==> config.mk <==
export PLATFORM = sky130hd
export DESIGN_NAME = runtime_slot_scheduler
export DESIGN_NICKNAME = d
export VERILOG_FILES = /design/src/rtl/core/rss_pkg.sv /design/src/rtl/core/rss_ready_fifo.sv /design/src/rtl/core/rss_sched_core.sv /design/src/rtl/core/runtime_slot_scheduler.sv
export SDC_FILE = /design/constraint.sdc
export NUM_CORES = 2
export LEC_CHECK = 0
export BUFFER_PORTS_ARGS = -buffer_cell sky130_fd_sc_hd__buf_2
export CORE_UTILIZATION = 24
export CTS_BUF_LIST = sky130_fd_sc_hd__clkbuf_8
export DETAILED_ROUTE_END_ITERATION = 7
export SLEW_MARGIN = 15
export SYNTH_ARGS = -nofsm -noshare
export SYNTH_HDL_FRONTEND = slang
export SYNTH_SLANG_ARGS = --single-unit
==> constraint.sdc <==
create_clock -name clk_i -period 11.2 [get_ports clk_i]
set_input_delay 1.12 -clock clk_i [delete_from_list [all_inputs] [get_ports clk_i]]
set_output_delay 1.12 -clock clk_i [all_outputs]
set_load 0.01 [all_outputs]
==> src/rtl/core/rss_pkg.sv <==
package rss_pkg;

  localparam int MAX_APPS   = 64;
  localparam int NUM_PROCS  = 3;

  localparam int ID_W       = $clog2(MAX_APPS);
  localparam int CNT_W      = $clog2(MAX_APPS + 1);
  localparam int PROC_W     = (NUM_PROCS > 1) ? $clog2(NUM_PROCS) : 1;
  localparam int APP_W      = 7;
  localparam int PIDX_W     = 3;
  localparam int MBOX_W     = 3;
  localparam int TICK_W     = 64;
  localparam int POLL_W     = 8;
  localparam int PREEMPT_W  = 16;
  localparam int CFG_DATA_W = 16;
  localparam int CFG_IDX_W  = 1;

  localparam logic [CFG_IDX_W-1:0] CFG_PREEMPT_MIN = 1'd0;
  localparam logic [CFG_IDX_W-1:0] CFG_STUCK_LIMIT = 1'd1;

  localparam logic [PREEMPT_W-1:0] PREEMPT_MIN_RST = 16'd10;
  localparam logic [POLL_W-1:0]    STUCK_LIMIT_RST = 8'd5;
  localparam logic [POLL_W-1:0]    POLL_MAX        = 8'hFF;

  typedef enum logic [2:0] {
    KIND_TICK   = 3'd0,
    KIND_CREATE = 3'd1,
    KIND_RUN    = 3'd2,
    KIND_SCHED  = 3'd3,
    KIND_CLEAN  = 3'd4,
    KIND_PAUSE  = 3'd5,
    KIND_READY  = 3'd6,
    KIND_RESET  = 3'd7
  } rss_kind_e;

  typedef enum logic [2:0] {
    ST_OK        = 3'd0,
    ST_BAD_PROC  = 3'd1,
    ST_NO_APP    = 3'd2,
    ST_APP_STATE = 3'd3,
    ST_NO_ID     = 3'd4
  } rss_status_e;

  typedef enum logic [1:0] {
    SEND_NONE   = 2'd0,
    SEND_EXEC   = 2'd1,
    SEND_SWITCH = 2'd2
  } rss_send_e;

  typedef enum logic [1:0] {
    PH_RESETTING = 2'd0,
    PH_IDLE      = 2'd1,
    PH_RESERVED  = 2'd2,
    PH_RUNNING   = 2'd3
  } rss_phase_e;

  typedef struct packed {
    rss_kind_e          kind;
    logic [APP_W-1:0]   app_id;
    logic [PIDX_W-1:0]  proc_index;
    logic [MBOX_W-1:0]  mailbox_free;
  } rss_in_t;

  typedef struct packed {
    rss_status_e        status;
    logic [APP_W-1:0]   new_app_id;
    rss_send_e          send_kind;
    logic [PIDX_W-1:0]  send_proc;
    logic [APP_W-1:0]   send_app;
    logic               stuck;
  } rss_out_t;

  typedef struct packed {
    logic [PREEMPT_W-1:0] preempt_min_ticks;
    logic [POLL_W-1:0]    stuck_limit;
  } rss_cfg_t;

  typedef struct packed {
    logic             push;
    logic [APP_W-1:0] push_id;
    logic             pop;
  } rss_fifo_req_t;

  typedef struct packed {
    logic [CNT_W-1:0] count;
    logic [APP_W-1:0] head_id;
  } rss_fifo_stat_t;

endpackage

==> src/rtl/core/rss_ready_fifo.sv <==
module rss_ready_fifo (
  input  logic                    clk_i,
  input  logic                    rst_ni,
  input  rss_pkg::rss_fifo_req_t  req_i,
  output rss_pkg::rss_fifo_stat_t stat_o
);
  import rss_pkg::*;

  logic [ID_W-1:0]  mem [MAX_APPS];
  logic [ID_W-1:0]  head_q, head_d;
  logic [ID_W-1:0]  tail_q, tail_d;
  logic [CNT_W-1:0] count_q, count_d;
  logic [ID_W-1:0]  rd_q;
  logic             push_ok;
  logic [APP_W-1:0] push_m1;
  logic [ID_W-1:0]  wr_data;

  function automatic logic [ID_W-1:0] ptr_next(logic [ID_W-1:0] p);
    return (p == ID_W'(MAX_APPS - 1)) ? '0 : ID_W'(p + ID_W'(1));
  endfunction

  always_comb begin
    push_ok = req_i.push && (count_q != CNT_W'(MAX_APPS));
    push_m1 = APP_W'(req_i.push_id - APP_W'(1));
    wr_data = push_m1[ID_W-1:0];
    head_d  = req_i.pop ? ptr_next(head_q) : head_q;
    tail_d  = push_ok ? ptr_next(tail_q) : tail_q;
    count_d = CNT_W'(count_q + CNT_W'(push_ok) - CNT_W'(req_i.pop));
  end

  assign stat_o.count   = count_q;
  assign stat_o.head_id = APP_W'(APP_W'(rd_q) + APP_W'(1));

  always_ff @(posedge clk_i or negedge rst_ni) begin
    if (!rst_ni) begin
      head_q  <= '0;
      tail_q  <= '0;
      count_q <= '0;
    end else begin
      head_q  <= head_d;
      tail_q  <= tail_d;
      count_q <= count_d;
    end
  end

  // prefetch the next head, forwarding a write to the same entry
  always_ff @(posedge clk_i) begin
    if (push_ok) begin
      mem[tail_q] <= wr_data;
    end
    if (push_ok && (tail_q == head_d)) begin
      rd_q <= wr_data;
    end else begin
      rd_q <= mem[head_d];
    end
  end

`ifndef ASSERT_OFF
  a_count_range: assert property (@(posedge clk_i) disable iff (!rst_ni)
    count_q <= CNT_W'(MAX_APPS))
    else $error("ready queue count beyond depth");

  a_pop_nonempty: assert property (@(posedge clk_i) disable iff (!rst_ni)
    req_i.pop |-> (count_q != '0) || req_i.push)
    else $error("pop from empty ready queue");

  a_hold: assert property (@(posedge clk_i) disable iff (!rst_ni)
    !(req_i.push || req_i.pop) |=> $stable(count_q) && $stable(head_q) && $stable(tail_q))
    else $error("ready queue moved without request");
`endif

endmodule

==> src/rtl/core/rss_sched_core.sv <==
module rss_sched_core (
  input  logic                    clk_i,
  input  logic                    rst_ni,
  input  logic                    step_i,
  input  rss_pkg::rss_in_t        item_i,
  input  rss_pkg::rss_cfg_t       cfg_i,
  output rss_pkg::rss_fifo_req_t  fifo_req_o,
  input  rss_pkg::rss_fifo_stat_t fifo_stat_i,
  output rss_pkg::rss_out_t       res_o
);
  import rss_pkg::*;

  rss_phase_e        phase_q   [NUM_PROCS];
  rss_phase_e        phase_d   [NUM_PROCS];
  logic [APP_W-1:0]  app_q     [NUM_PROCS];
  logic [APP_W-1:0]  app_d     [NUM_PROCS];
  logic [TICK_W-1:0] elapsed_q [NUM_PROCS];
  logic [TICK_W-1:0] elapsed_d [NUM_PROCS];
  logic [MAX_APPS-1:0] in_use_q, in_use_d;
  logic [MAX_APPS-1:0] started_q, started_d;
  logic              await_valid_q, await_valid_d;
  logic [PROC_W-1:0] await_proc_q, await_proc_d;
  logic [POLL_W-1:0] polls_q, polls_d;

  rss_out_t          res;
  rss_fifo_req_t     freq;
  logic [PROC_W-1:0] pidx;
  logic              pidx_ok;
  logic [APP_W-1:0]  sel_app;
  logic [APP_W-1:0]  sel_m1;
  logic              proc_run_ok;
  logic [APP_W-1:0]  aid_m1;
  logic              aid_ok;
  logic              free_found;
  logic [ID_W-1:0]   free_idx;
  logic              idle_found;
  logic [PROC_W-1:0] idle_idx;
  logic              cand_found;
  logic [PROC_W-1:0] cand_idx;
  logic [TICK_W-1:0] best;
  logic [MBOX_W+NUM_PROCS-1:0] mb_ext;
  logic [NUM_PROCS-1:0] mfree;
  logic              do_sched;
  logic              pick_ok;
  logic [PROC_W-1:0] pick;
  logic [POLL_W-1:0] polls_inc;
  logic [APP_W-1:0]  head_id;
  logic [APP_W-1:0]  head_m1;
  logic [PROC_W-1:0] send_pidx;

  assign pidx    = item_i.proc_index[PROC_W-1:0];
  assign pidx_ok = item_i.proc_index < PIDX_W'(NUM_PROCS);
  assign sel_app = pidx_ok ? app_q[pidx] : '0;
  assign sel_m1  = APP_W'(sel_app - APP_W'(1));
  assign proc_run_ok = pidx_ok && (phase_q[pidx] == PH_RUNNING) && (sel_app != '0) &&
                       (sel_app <= APP_W'(MAX_APPS));
  assign aid_m1  = APP_W'(item_i.app_id - APP_W'(1));
  assign aid_ok  = (item_i.app_id != '0) && (item_i.app_id <= APP_W'(MAX_APPS)) &&
                   in_use_q[aid_m1[ID_W-1:0]];
  // empty queue: the app pushed by this run request is also the head
  assign head_id = (fifo_stat_i.count == '0) ? item_i.app_id : fifo_stat_i.head_id;
  assign head_m1 = APP_W'(head_id - APP_W'(1));
  assign mb_ext  = {NUM_PROCS'(0), item_i.mailbox_free};

  // lowest free id, lowest idle processor, longest-running preemptable processor
  always_comb begin
    free_found = 1'b0;
    free_idx   = '0;
    for (int i = MAX_APPS - 1; i >= 0; i--) begin
      if (!in_use_q[i]) begin
        free_found = 1'b1;
        free_idx   = ID_W'(i);
      end
    end
    idle_found = 1'b0;
    idle_idx   = '0;
    for (int i = NUM_PROCS - 1; i >= 0; i--) begin
      if (phase_q[i] == PH_IDLE) begin
        idle_found = 1'b1;
        idle_idx   = PROC_W'(i);
      end
    end
    cand_found = 1'b0;
    cand_idx   = '0;
    best       = '0;
    for (int i = 0; i < NUM_PROCS; i++) begin
      mfree[i] = mb_ext[i];
      if ((phase_q[i] == PH_RUNNING) &&
          (elapsed_q[i] >= TICK_W'(cfg_i.preempt_min_ticks)) && (elapsed_q[i] > best)) begin
        cand_found = 1'b1;
        cand_idx   = PROC_W'(i);
        best       = elapsed_q[i];
      end
    end
  end

  always_comb begin
    phase_d       = phase_q;
    app_d         = app_q;
    elapsed_d     = elapsed_q;
    in_use_d      = in_use_q;
    started_d     = started_q;
    await_valid_d = await_valid_q;
    await_proc_d  = await_proc_q;
    polls_d       = polls_q;
    res           = '0;
    res.status    = ST_OK;
    res.send_kind = SEND_NONE;
    freq          = '0;
    do_sched      = 1'b0;
    pick_ok       = 1'b0;
    pick          = '0;
    polls_inc     = (polls_q == POLL_MAX) ? polls_q : POLL_W'(polls_q + POLL_W'(1));

    case (item_i.kind)
      KIND_TICK: begin
        for (int i = 0; i < NUM_PROCS; i++) begin
          elapsed_d[i] = TICK_W'(elapsed_q[i] + TICK_W'(1));
        end
      end
      KIND_CREATE: begin
        if (free_found) begin
          in_use_d[free_idx]  = 1'b1;
          started_d[free_idx] = 1'b0;
          res.new_app_id      = APP_W'(APP_W'(free_idx) + APP_W'(1));
        end else begin
          res.status = ST_NO_ID;
        end
      end
      KIND_RUN: begin
        if (!aid_ok) begin
          res.status = ST_NO_APP;
        end else if (started_q[aid_m1[ID_W-1:0]]) begin
          res.status = ST_APP_STATE;
        end else begin
          started_d[aid_m1[ID_W-1:0]] = 1'b1;
          freq.push    = 1'b1;
          freq.push_id = item_i.app_id;
          do_sched     = 1'b1;
        end
      end
      KIND_SCHED: begin
        do_sched = 1'b1;
      end
      KIND_CLEAN, KIND_PAUSE: begin
        if (!proc_run_ok) begin
          res.status = ST_BAD_PROC;
        end else begin
          phase_d[pidx] = PH_RESETTING;
          if (item_i.kind == KIND_CLEAN) begin
            app_d[pidx] = '0;
            in_use_d[sel_m1[ID_W-1:0]]  = 1'b0;
            started_d[sel_m1[ID_W-1:0]] = 1'b0;
          end else begin
            // requeue the paused app
            started_d[sel_m1[ID_W-1:0]] = 1'b1;
            freq.push    = 1'b1;
            freq.push_id = sel_app;
          end
        end
      end
      KIND_READY: begin
        if (!pidx_ok || (phase_q[pidx] != PH_RESETTING)) begin
          res.status = ST_BAD_PROC;
        end else begin
          phase_d[pidx] = PH_IDLE;
        end
      end
      KIND_RESET: begin
        if (!pidx_ok || (phase_q[pidx] != PH_IDLE)) begin
          res.status = ST_BAD_PROC;
        end else begin
          phase_d[pidx] = PH_RESETTING;
        end
      end
      default: begin
      end
    endcase

    if (do_sched && ((fifo_stat_i.count != '0) || freq.push)) begin
      if (await_valid_q) begin
        if (phase_q[await_proc_q] != PH_IDLE) begin
          polls_d   = polls_inc;
          res.stuck = polls_inc > cfg_i.stuck_limit;
        end else begin
          await_valid_d = 1'b0;
          pick_ok       = 1'b1;
          pick          = await_proc_q;
        end
      end else if (idle_found) begin
        pick_ok = 1'b1;
        pick    = idle_idx;
      end else if (cand_found) begin
        if (mfree[cand_idx]) begin
          res.send_kind = SEND_SWITCH;
          res.send_proc = PIDX_W'(cand_idx);
        end
        await_valid_d = 1'b1;
        await_proc_d  = cand_idx;
        polls_d       = '0;
      end

      if (pick_ok) begin
        freq.pop = 1'b1;
        if (!mfree[pick]) begin
          // mailbox busy: drop the popped app, free the processor
          phase_d[pick] = PH_IDLE;
        end else begin
          started_d[head_m1[ID_W-1:0]] = 1'b1;
          elapsed_d[pick] = '0;
          app_d[pick]     = head_id;
          phase_d[pick]   = PH_RUNNING;
          res.send_kind   = SEND_EXEC;
          res.send_proc   = PIDX_W'(pick);
          res.send_app    = head_id;
        end
      end
    end
  end

  assign res_o           = res;
  assign fifo_req_o.push    = freq.push && step_i;
  assign fifo_req_o.push_id = freq.push_id;
  assign fifo_req_o.pop     = freq.pop && step_i;
  assign send_pidx       = res.send_proc[PROC_W-1:0];

  always_ff @(posedge clk_i or negedge rst_ni) begin
    if (!rst_ni) begin
      for (int i = 0; i < NUM_PROCS; i++) begin
        phase_q[i]   <= PH_RESETTING;
        app_q[i]     <= '0;
        elapsed_q[i] <= '0;
      end
      in_use_q      <= '0;
      started_q     <= '0;
      await_valid_q <= 1'b0;
      await_proc_q  <= '0;
      polls_q       <= '0;
    end else if (step_i) begin
      phase_q       <= phase_d;
      app_q         <= app_d;
      elapsed_q     <= elapsed_d;
      in_use_q      <= in_use_d;
      started_q     <= started_d;
      await_valid_q <= await_valid_d;
      await_proc_q  <= await_proc_d;
      polls_q       <= polls_d;
    end
  end

`ifndef ASSERT_OFF
  a_exec_running: assert property (@(posedge clk_i) disable iff (!rst_ni)
    step_i && (res.send_kind == SEND_EXEC) |=> phase_q[$past(send_pidx)] == PH_RUNNING)
    else $error("execute sent but processor not running");

  a_switch_awaits: assert property (@(posedge clk_i) disable iff (!rst_ni)
    step_i && (res.send_kind == SEND_SWITCH) |=>
      await_valid_q && (await_proc_q == $past(send_pidx)))
    else $error("switch request sent without awaiting that processor");

  a_stuck_awaiting: assert property (@(posedge clk_i) disable iff (!rst_ni)
    res.stuck |-> await_valid_q)
    else $error("stuck flagged while not awaiting");

  a_hold: assert property (@(posedge clk_i) disable iff (!rst_ni)
    !step_i |=> $stable(in_use_q) && $stable(await_valid_q) && $stable(polls_q))
    else $error("scheduler state changed without a step");
`endif

endmodule

==> src/rtl/core/runtime_slot_scheduler.sv <==
// Runtime slot scheduler.
// Input channel (in_valid_i/in_ready_o/in_data_i) takes one event word per
// cycle: tick, create, run app, schedule, clean up, pause, runtime ready or
// runtime reset, with the processor mailbox-free mask. Every event yields
// exactly one result word on the output channel (out_valid_o/out_ready_i/
// out_data_o): status, any new app id, and the message to send, if any.
// An accepted word waits in the input register; its result is shown on
// out_data_o from the result register. Throughput: one word per cycle while
// results are taken; all decisions for an event (id priority encode, queue
// head, idle/preempt choice over the processors) settle between the input
// register and the result register. When the receiver stalls, the result
// register holds, the input register fills, and in_ready_o drops until a
// result is taken. Reset clears the id map, the ready queue pointers, the
// await tracker and all processor phases to resetting; the block can take
// words from the first edge after reset. Configuration (preempt_min_ticks
// at index 0, stuck_limit at index 1) resets to 10 and 5; the user must
// write it through cfg_we_i while the block is idle; this is not enforced.
module runtime_slot_scheduler (
  input  logic                                clk_i,
  input  logic                                rst_ni,
  input  logic                                in_valid_i,
  output logic                                in_ready_o,
  input  rss_pkg::rss_in_t                    in_data_i,
  output logic                                out_valid_o,
  input  logic                                out_ready_i,
  output rss_pkg::rss_out_t                   out_data_o,
  input  logic                                cfg_we_i,
  input  logic [rss_pkg::CFG_IDX_W-1:0]       cfg_idx_i,
  input  logic [rss_pkg::CFG_DATA_W-1:0]      cfg_data_i
);
  import rss_pkg::*;

  logic           in_valid_q;
  rss_in_t        in_data_q;
  logic           out_valid_q;
  rss_out_t       out_data_q;
  rss_cfg_t       cfg_q;
  logic           step;
  rss_out_t       res;
  rss_fifo_req_t  fifo_req;
  rss_fifo_stat_t fifo_stat;

  assign step       = in_valid_q && (!out_valid_q || out_ready_i);
  assign in_ready_o = !in_valid_q || step;

  always_ff @(posedge clk_i or negedge rst_ni) begin
    if (!rst_ni) begin
      in_valid_q  <= 1'b0;
      out_valid_q <= 1'b0;
    end else begin
      if (in_ready_o) begin
        in_valid_q <= in_valid_i;
      end
      if (step) begin
        out_valid_q <= 1'b1;
      end else if (out_ready_i) begin
        out_valid_q <= 1'b0;
      end
    end
  end

  always_ff @(posedge clk_i) begin
    if (in_ready_o && in_valid_i) begin
      in_data_q <= in_data_i;
    end
    if (step) begin
      out_data_q <= res;
    end
  end

  always_ff @(posedge clk_i or negedge rst_ni) begin
    if (!rst_ni) begin
      cfg_q.preempt_min_ticks <= PREEMPT_MIN_RST;
      cfg_q.stuck_limit       <= STUCK_LIMIT_RST;
    end else if (cfg_we_i) begin
      case (cfg_idx_i)
        CFG_PREEMPT_MIN: cfg_q.preempt_min_ticks <= cfg_data_i[PREEMPT_W-1:0];
        CFG_STUCK_LIMIT: cfg_q.stuck_limit       <= cfg_data_i[POLL_W-1:0];
        default: begin
        end
      endcase
    end
  end

  rss_sched_core u_core (
    .clk_i       (clk_i),
    .rst_ni      (rst_ni),
    .step_i      (step),
    .item_i      (in_data_q),
    .cfg_i       (cfg_q),
    .fifo_req_o  (fifo_req),
    .fifo_stat_i (fifo_stat),
    .res_o       (res)
  );

  rss_ready_fifo u_fifo (
    .clk_i  (clk_i),
    .rst_ni (rst_ni),
    .req_i  (fifo_req),
    .stat_o (fifo_stat)
  );

  assign out_valid_o = out_valid_q;
  assign out_data_o  = out_data_q;

endmodule
# [Yosys cells after proc, flatten, opt, wreduce, memory -nomap -nowiden]
# Memories as Yosys holds them, arrays and structs flattened. A register that Yosys moved wholly into a read port is not among the register bits.
# Cells that the tools add are included.
[word_totals] memories=1 ram_bits=384 rom_bits=0 word_cells=430 latch_bits=0 reg_bits=442
[mem_list] name="u_fifo.mem" words=64 width=6 read_ports=1 rd_ports_with_merged_regs=1 write_ports=1 line="rss_ready_fifo.sv:9" text="logic [ID_W-1:0] mem [MAX_APPS];"
[op_classes] add_sub_neg=14 order_cmp=25 bitwise_logic=28 shifts=0 n_eq_ne=25 reduce_logical=50 mux=256 multipliers=0 div_mod_pow=0
[ops] cell="64-bit 2-to-1 mux" count=14
[ops] cell="192-bit 2-to-1 mux" count=4
[ops] cell="6-bit 2-to-1 mux" count=73
[ops] cell="64-bit OR" count=4
[ops] cell="64-bit by 1-bit adder with 64-bit output, second input constant" count=3
[ops] cell="192-bit AND" count=1
[ops] cell="64-bit AND" count=3
[ops] cell="64-bit by 16-bit greater-or-equal comparator with 1-bit output" count=3
[ops] cell="192-bit NOT" count=1
[ops] cell="64-bit one-hot mux with 3 select lines" count=1
[ops] cell="64-bit demux with 2-bit select" count=1
[ops] cell="64-bit > comparator" count=2
[ops] cell="64-bit NOT" count=2
[ops] cell="64-bit one-hot mux with 2 select lines" count=1
[ops] cell="21-bit 2-to-1 mux" count=6
[ops] cell="1-bit 2-to-1 mux" count=98
[ops] cell="8-bit 2-to-1 mux" count=9
[ops] cell="64-bit by 1-bit > comparator with 1-bit output, second input constant" count=1
[ops] cell="7-bit 2-to-1 mux" count=6
[ops] cell="2-bit 2-to-1 mux" count=15
[ops] cell="7-bit demux with 2-bit select" count=2
[ops] cell="6-bit by 7-bit less-than comparator with 1-bit output, second input constant" count=4
[ops] cell="1-bit demux with 6-bit select" count=4
[ops] cell="6-bit by 1-bit greater-or-equal comparator with 1-bit output, second input constant" count=4
[ops] cell="other kinds (56)" count=136

# [Longest topological paths before layout]
[depth] depth_word=76 depth_mapped=42 mapped_depth_nobuf=36

# [Modules after synthesis]
# From an unflattened synthesis, not the netlist that was laid out.
[hier_totals] cells_unflattened=4547 hier_area_um2=47112.7
[modules_own_cells] module="rss_sched_core" area_per_inst_um2=28303.4 instances=1 cells_each=3549 seq_area_each_um2=8958.6
[modules_own_cells] module="rss_ready_fifo" area_per_inst_um2=16599.7 instances=1 cells_each=899 seq_area_each_um2=12126.6
[modules_own_cells] module="runtime_slot_scheduler" area_per_inst_um2=2209.6 instances=1 cells_each=99 seq_area_each_um2=1826.8

# [Worst setup path before layout]
# OpenSTA, ideal clock, no wires.
[synth_timing] kind="register to register" from="register in_data_q[6] (netlist name)" to="memory u_fifo.mem[0][5] (netlist name) (data pin)" setup_ns=0.567 t_arrival_ns=7.722 path_slack_ns=2.911 stages_incl_launch_ff=17 period_less_slack_ns=8.289 required_time_ns=10.633 cell_sequence="edfxtp_1 > buf_4 > buf_6 > inv_1 > buf_6 > ha_1 > xor2_2 > mux4_2 > nand4b_1 > o2111a_1 > or4_4 > nand4_4 > inv_1 > a22oi_1 > o221ai_1 > o21bai_1 > o221ai_1"
[synth_between] elab_chain_cells=7 word_cells_on_any_way=13
[synth_lines] element="from (decl)" line="runtime_slot_scheduler.sv:34" text="rss_in_t in_data_q;"
[synth_lines] element="from (signal assigned)" line="runtime_slot_scheduler.sv:64" text="in_data_q <= in_data_i;"
[synth_lines] element="6-bit by 1-bit subtractor with 6-bit output" line="rss_sched_core.sv:57" text="assign aid_m1 = APP_W'(item_i.app_id - APP_W'(1));"
[synth_lines] element="1-bit binary-select mux with 6-bit select, on equally long branches" line="rss_sched_core.sv:133, rss_sched_core.sv:59"
[synth_lines] element="1-bit 2-to-1 mux, on equally long branches" line="rss_sched_core.sv:133, rss_sched_core.sv:59"
[synth_lines] element="8-bit 2-to-1 mux / 1-bit logical AND (equally long branches)" line="rss_sched_core.sv:133, rss_sched_core.sv:58"
[synth_lines] element="8-bit 2-to-1 mux (*)" line="rss_sched_core.sv:131" text="if (!aid_ok) begin"
[synth_lines] element="8-bit one-hot mux with 2 select lines (*)" line="rss_sched_core.sv:115" text="case (item_i.kind)"
[synth_lines] element="6-bit by 1-bit subtractor with 6-bit output (*)" line="rss_ready_fifo.sv:24" text="push_m1 = APP_W'(req_i.push_id - APP_W'(1));"
[synth_lines] element="via u_fifo.push_m1[5]" line="rss_ready_fifo.sv:15" text="logic [APP_W-1:0] push_m1;"
[synth_lines] element="to (decl)" line="rss_ready_fifo.sv:9"
# Mark *: on every way through the listed nets, which the timed path passes. The rest lies on a longest branch. The select of a mux whose other input is x is not followed.

# [Final worst setup path]
[layout_timing] from="register u_core.elapsed_q[155] (netlist name)" to="register out_data_q (netlist bit out_data_o[8]) (data pin)"
[layout_between] elab_chain_cells=18 word_cells_on_any_way=23
[layout_lines] element="from (decl)" line="rss_sched_core.sv:17" text="logic [TICK_W-1:0] elapsed_q [NUM_PROCS];"
[layout_lines] element="from (signal assigned)" line="rss_sched_core.sv:242" text="elapsed_q <= elapsed_d;"
[layout_lines] element="64-bit by 16-bit greater-or-equal comparator with 1-bit output" line="rss_sched_core.sv:89" text="(elapsed_q[i] >= TICK_W'(cfg_i.preempt_min_ticks)) && (elapsed_q[i] > best)) begin"
[layout_lines] element="1-bit logical AND" line="rss_sched_core.sv:88" text="if ((phase_q[i] == PH_RUNNING) &&"
[layout_lines] element="1-bit logical AND" line="rss_sched_core.sv:89"
[layout_lines] element="64-bit 2-to-1 mux" line="rss_sched_core.sv:88"
[layout_lines] element="64-bit > comparator" line="rss_sched_core.sv:89"
[layout_lines] element="1-bit logical AND" line="rss_sched_core.sv:89"
[layout_lines] element="64-bit 2-to-1 mux" line="rss_sched_core.sv:88"
[layout_lines] element="64-bit > comparator" line="rss_sched_core.sv:89"
[layout_lines] element="[2 not listed]"
[layout_lines] element="1-bit binary-select mux with 2-bit select" line="rss_sched_core.sv:194" text="if (mfree[cand_idx]) begin"
[layout_lines] element="1-bit 2-to-1 mux (implied by the code)" line="rss_sched_core.sv:194"
[layout_lines] element="5-bit 2-to-1 mux" line="rss_sched_core.sv:194"
[layout_lines] element="5-bit 2-to-1 mux (*)" line="rss_sched_core.sv:193" text="end else if (cand_found) begin"
[layout_lines] element="5-bit 2-to-1 mux (*)" line="rss_sched_core.sv:190" text="end else if (idle_found) begin"
[layout_lines] element="5-bit 2-to-1 mux (*)" line="rss_sched_core.sv:181" text="if (await_valid_q) begin"
[layout_lines] element="12-bit 2-to-1 mux" line="rss_sched_core.sv:205" text="if (!mfree[pick]) begin"
[layout_lines] element="12-bit 2-to-1 mux (*)" line="rss_sched_core.sv:203" text="if (pick_ok) begin"
[layout_lines] element="to (signal assigned)" line="runtime_slot_scheduler.sv:67" text="out_data_q <= res;"
[layout_lines] element="to (decl)" line="runtime_slot_scheduler.sv:36" text="rss_out_t out_data_q;"
# Every way passes the cells marked *; elsewhere a longest branch is shown, timed or not. The select of a mux whose other input is x is not followed.
# A chain may end at the register's enable or synchronous reset.

==> impl_metrics.ini <==
[flow_run]
drv_cap = 0

[clocking]
clk-insertion-delay-late_ns = 0.91
cts_hold_buffers = 0
clockBufferDepth = 3
h-tree-depth = 4
path_clk_slew_ns = 0.06
post_cts_buffers = 0
cts_root_buf = clkbuf_8
cts_sinks = 831
post_cts_resized = 0
cts_tree = built
cts_buffers = 148

[floorplan]
ioPinCount = 63
core_area_sq_mm = 0.192
die_h_um = 442
die_x_um = 442
start_util_pct = 24.1
dieArea_sq_mm = 0.195
rows = 161

[critical_path]
cp_data_required_time_ns = 11.83
cp_slowest_stage_delay_ns = 0.78
critPathArrivalTime_ns = 9.76
critPathSlowestCell = nor4_1
crit_type = reg2reg
crit_path_start_kind = flip-flop
crit_fanout = 84
cp-end-kind = flip-flop

[power]
power_density_mw_per_mm2 = 175
p_leak_nw = 19.3
max-vdd-ir-drop_mv = 0.154
power_mw = 9.20

[drt]
routed_wl_um = 153000
vias = 37400
routed_via_density = 5.18
drt_first_pass_iters = 8
wl_per_cell_um = 21.2
drtIter0Drc = 4114
drc = 4
drt.antenna.violating_nets = 0

[timing]
period_minus_slack_ns = 9.13
fmax_mhz = 110
slew_viol_final = 0
skew_ns = 0.0805
hold_viol_final = 0
rsz0062_at_grt = false
hold_slack_ns = 0.236
setup_viol = 0
timing.final.crit_share_pct = 81.5
slew_headroom_pct = 14.7
tightest_slew_ns = 1.27
finalSetupTns_ns = 0

[global_route]
antenna_found_initial = 3
grt_pass1_wl_um = 231000
grt_use_total_pct = 15.2
overflow = 0
grt_pass1_vias = 36100
grt_max_degree = 166

[synthesis]
synthesis.area_sq_mm = 0.0465
synthCells = 4519
synth_flop_cell = edfxtp_1
synth_most_common_cell = nor2_1
postSynthNetCount = 4765
avgSynthCellArea_sq_um = 10.3
yosys_register_bits = 831
synth_warnings = 0
synth_edf_count = 422
netlist.area_leader.share_pct = 27.3
yosys.area.top_type = edfxtp_1
synth-seq-area-share_pct = 49.3
synth_cell_types = 103
netlist_top_cells_area = edfxtp_1 (27%), dfrtp_1 (21%), ha_1 (5.6%)
async_flop_share_pct = 48.5
synthTopCellsByCount = nor2_1 (530), nand2_1 (441), edfxtp_1 (422)

[place]
gp_congestion = 0.951
dpl.hpwl_um = 106000
io_buffer_count = 61
placed_cells = 6954

[layout]
final_nets = 4824
syn_to_final_growth_pct = 13.3
final_cells = 7224
drive_above_1_share_pct = 10.8
final_util_pct = 27.4

[outcome]
outcome = complete, but fails checks
violations = design-rule violations

[worst_hold_path]
hp-class = in2async
-- logic make-up (layout without fill, tap and decap cells) --
group                      Yosys count  count (layout)  share of synthesized area (%)
AOI/OAI and AO/OA                 1052            1052                           13.9
muxes                              249             249                           7.46
adders and majority gates          208             208                           5.62
DFF                                831             831                           49.3
and+or+nand+nor                   1668            1668                           17.0
xor gates and xnor gates           200             200                           3.80
buffers and inverters              310             486                           2.88
other                                1               4                        0.00807
-- sequential cells by signal, summed over array words and instances, names as in the netlist, named ones only --
name                  count
u_fifo.tail_q             6
out_valid_o               1
u_core.await_proc_q       2
u_core.elapsed_q        192
in_data_q                16
cfg_q                    24
u_fifo.head_q             6
u_core.phase_q            6
out_data_o               22
u_core.polls_q            8
u_core.app_q             21
u_core.await_valid_q      1
u_core.in_use_q          64
u_fifo.count_q            7
u_core.started_q         64
in_valid_q                1
u_fifo.mem              384
-- report_power, final --
part	switching, mW	leakage [nW]	internal (mW)	total [mW]
clock	1.42	1.73	1.52	2.94
sequential	0.218	8.45	3.36	3.58
combinational	1.76	9.07	0.918	2.68
total	3.40	19.3	5.80	9.20
-- worst paths after layout --
check / startpoint / end / slack, ns / cells after the start
min in group clk_i: in_data_i[0] / in_data_q[0]$_DFFE_PP_ / 0.42 / 1
max in group asynchronous: rst_ni / u_core.started_q[23]$_DFFE_PN0P_ / 8.69 / 3
max reg2reg: u_core.elapsed_q[155]$_DFFE_PN0P_ / out_data_o[8]$_SDFFCE_PN0P_ / 2.07 / 29
min reg2reg: u_core.app_q[17]$_DFFE_PN0P_ / u_core.app_q[17]$_DFFE_PN0P_ / 0.48 / 2
max: u_core.elapsed_q[155]$_DFFE_PN0P_ / out_data_o[8]$_SDFFCE_PN0P_ / 2.07 / 29
min: rst_ni / u_core.elapsed_q[35]$_DFFE_PN0P_ / 0.24 / 1
-- cell usage in the layout, fill, tap and decap left out, types with 101 or more instances in the layout --
cell / n
nand2_1: 440
inv_1: 148
nand4_1: 101
edfxtp_1: 422
mux2i_1: 140
ha_1: 206
clkbuf_8: 164
xor2_1: 119
nand3_1: 162
a21oi_1: 283
nor2_1: 530
o21ai_0: 342
dfrtp_1: 399
-- worst max-delay path, delay by kind of cell, from the launching register on --
kind                       cells  cell delay, ns
and+or+nand+nor               11            3.58
AOI/OAI and AO/OA             14            3.29
buffers and inverters          2            1.02
adders and majority gates      2            0.51
DFF                            1            0.42
-- routing by layer --
layer	GRT usage (%)	vias up	wire (um)
met2	24.2	1602	70700
li1	-	16900	-
met1	20.0	18600	64900
met5	0	-	0
met4	6.19	0	6040
met3	3.11	375	11600
-- through the flow --
stage          setup WS, ns  instance area (sq um)
3_5_place_dp           2.06                  49600
6_report               2.07                  52600
2_1_floorplan          2.91                  46500
3_3_place_gp           2.20                  49600
5_1_grt                1.48                  52600
4_1_cts                1.99                  52600
-- area by class of cell --
| class | instances | area (sq um) |
|---|---|---|
| Fill cell | 20100 | 140000 |
| Sequential cell | 831 | 22900 |
| Timing Repair Buffer | 118 | 781 |
| Inverter | 101 | 379 |
| Clock buffer | 164 | 2260 |
| Multi-Input combinational cell | 3378 | 22400 |
| Clock inverter | 103 | 759 |
| Tap cell | 2526 | 3160 |
| Antenna cell | 3 | 7.51 |
(Power assumes the default switching activity.)
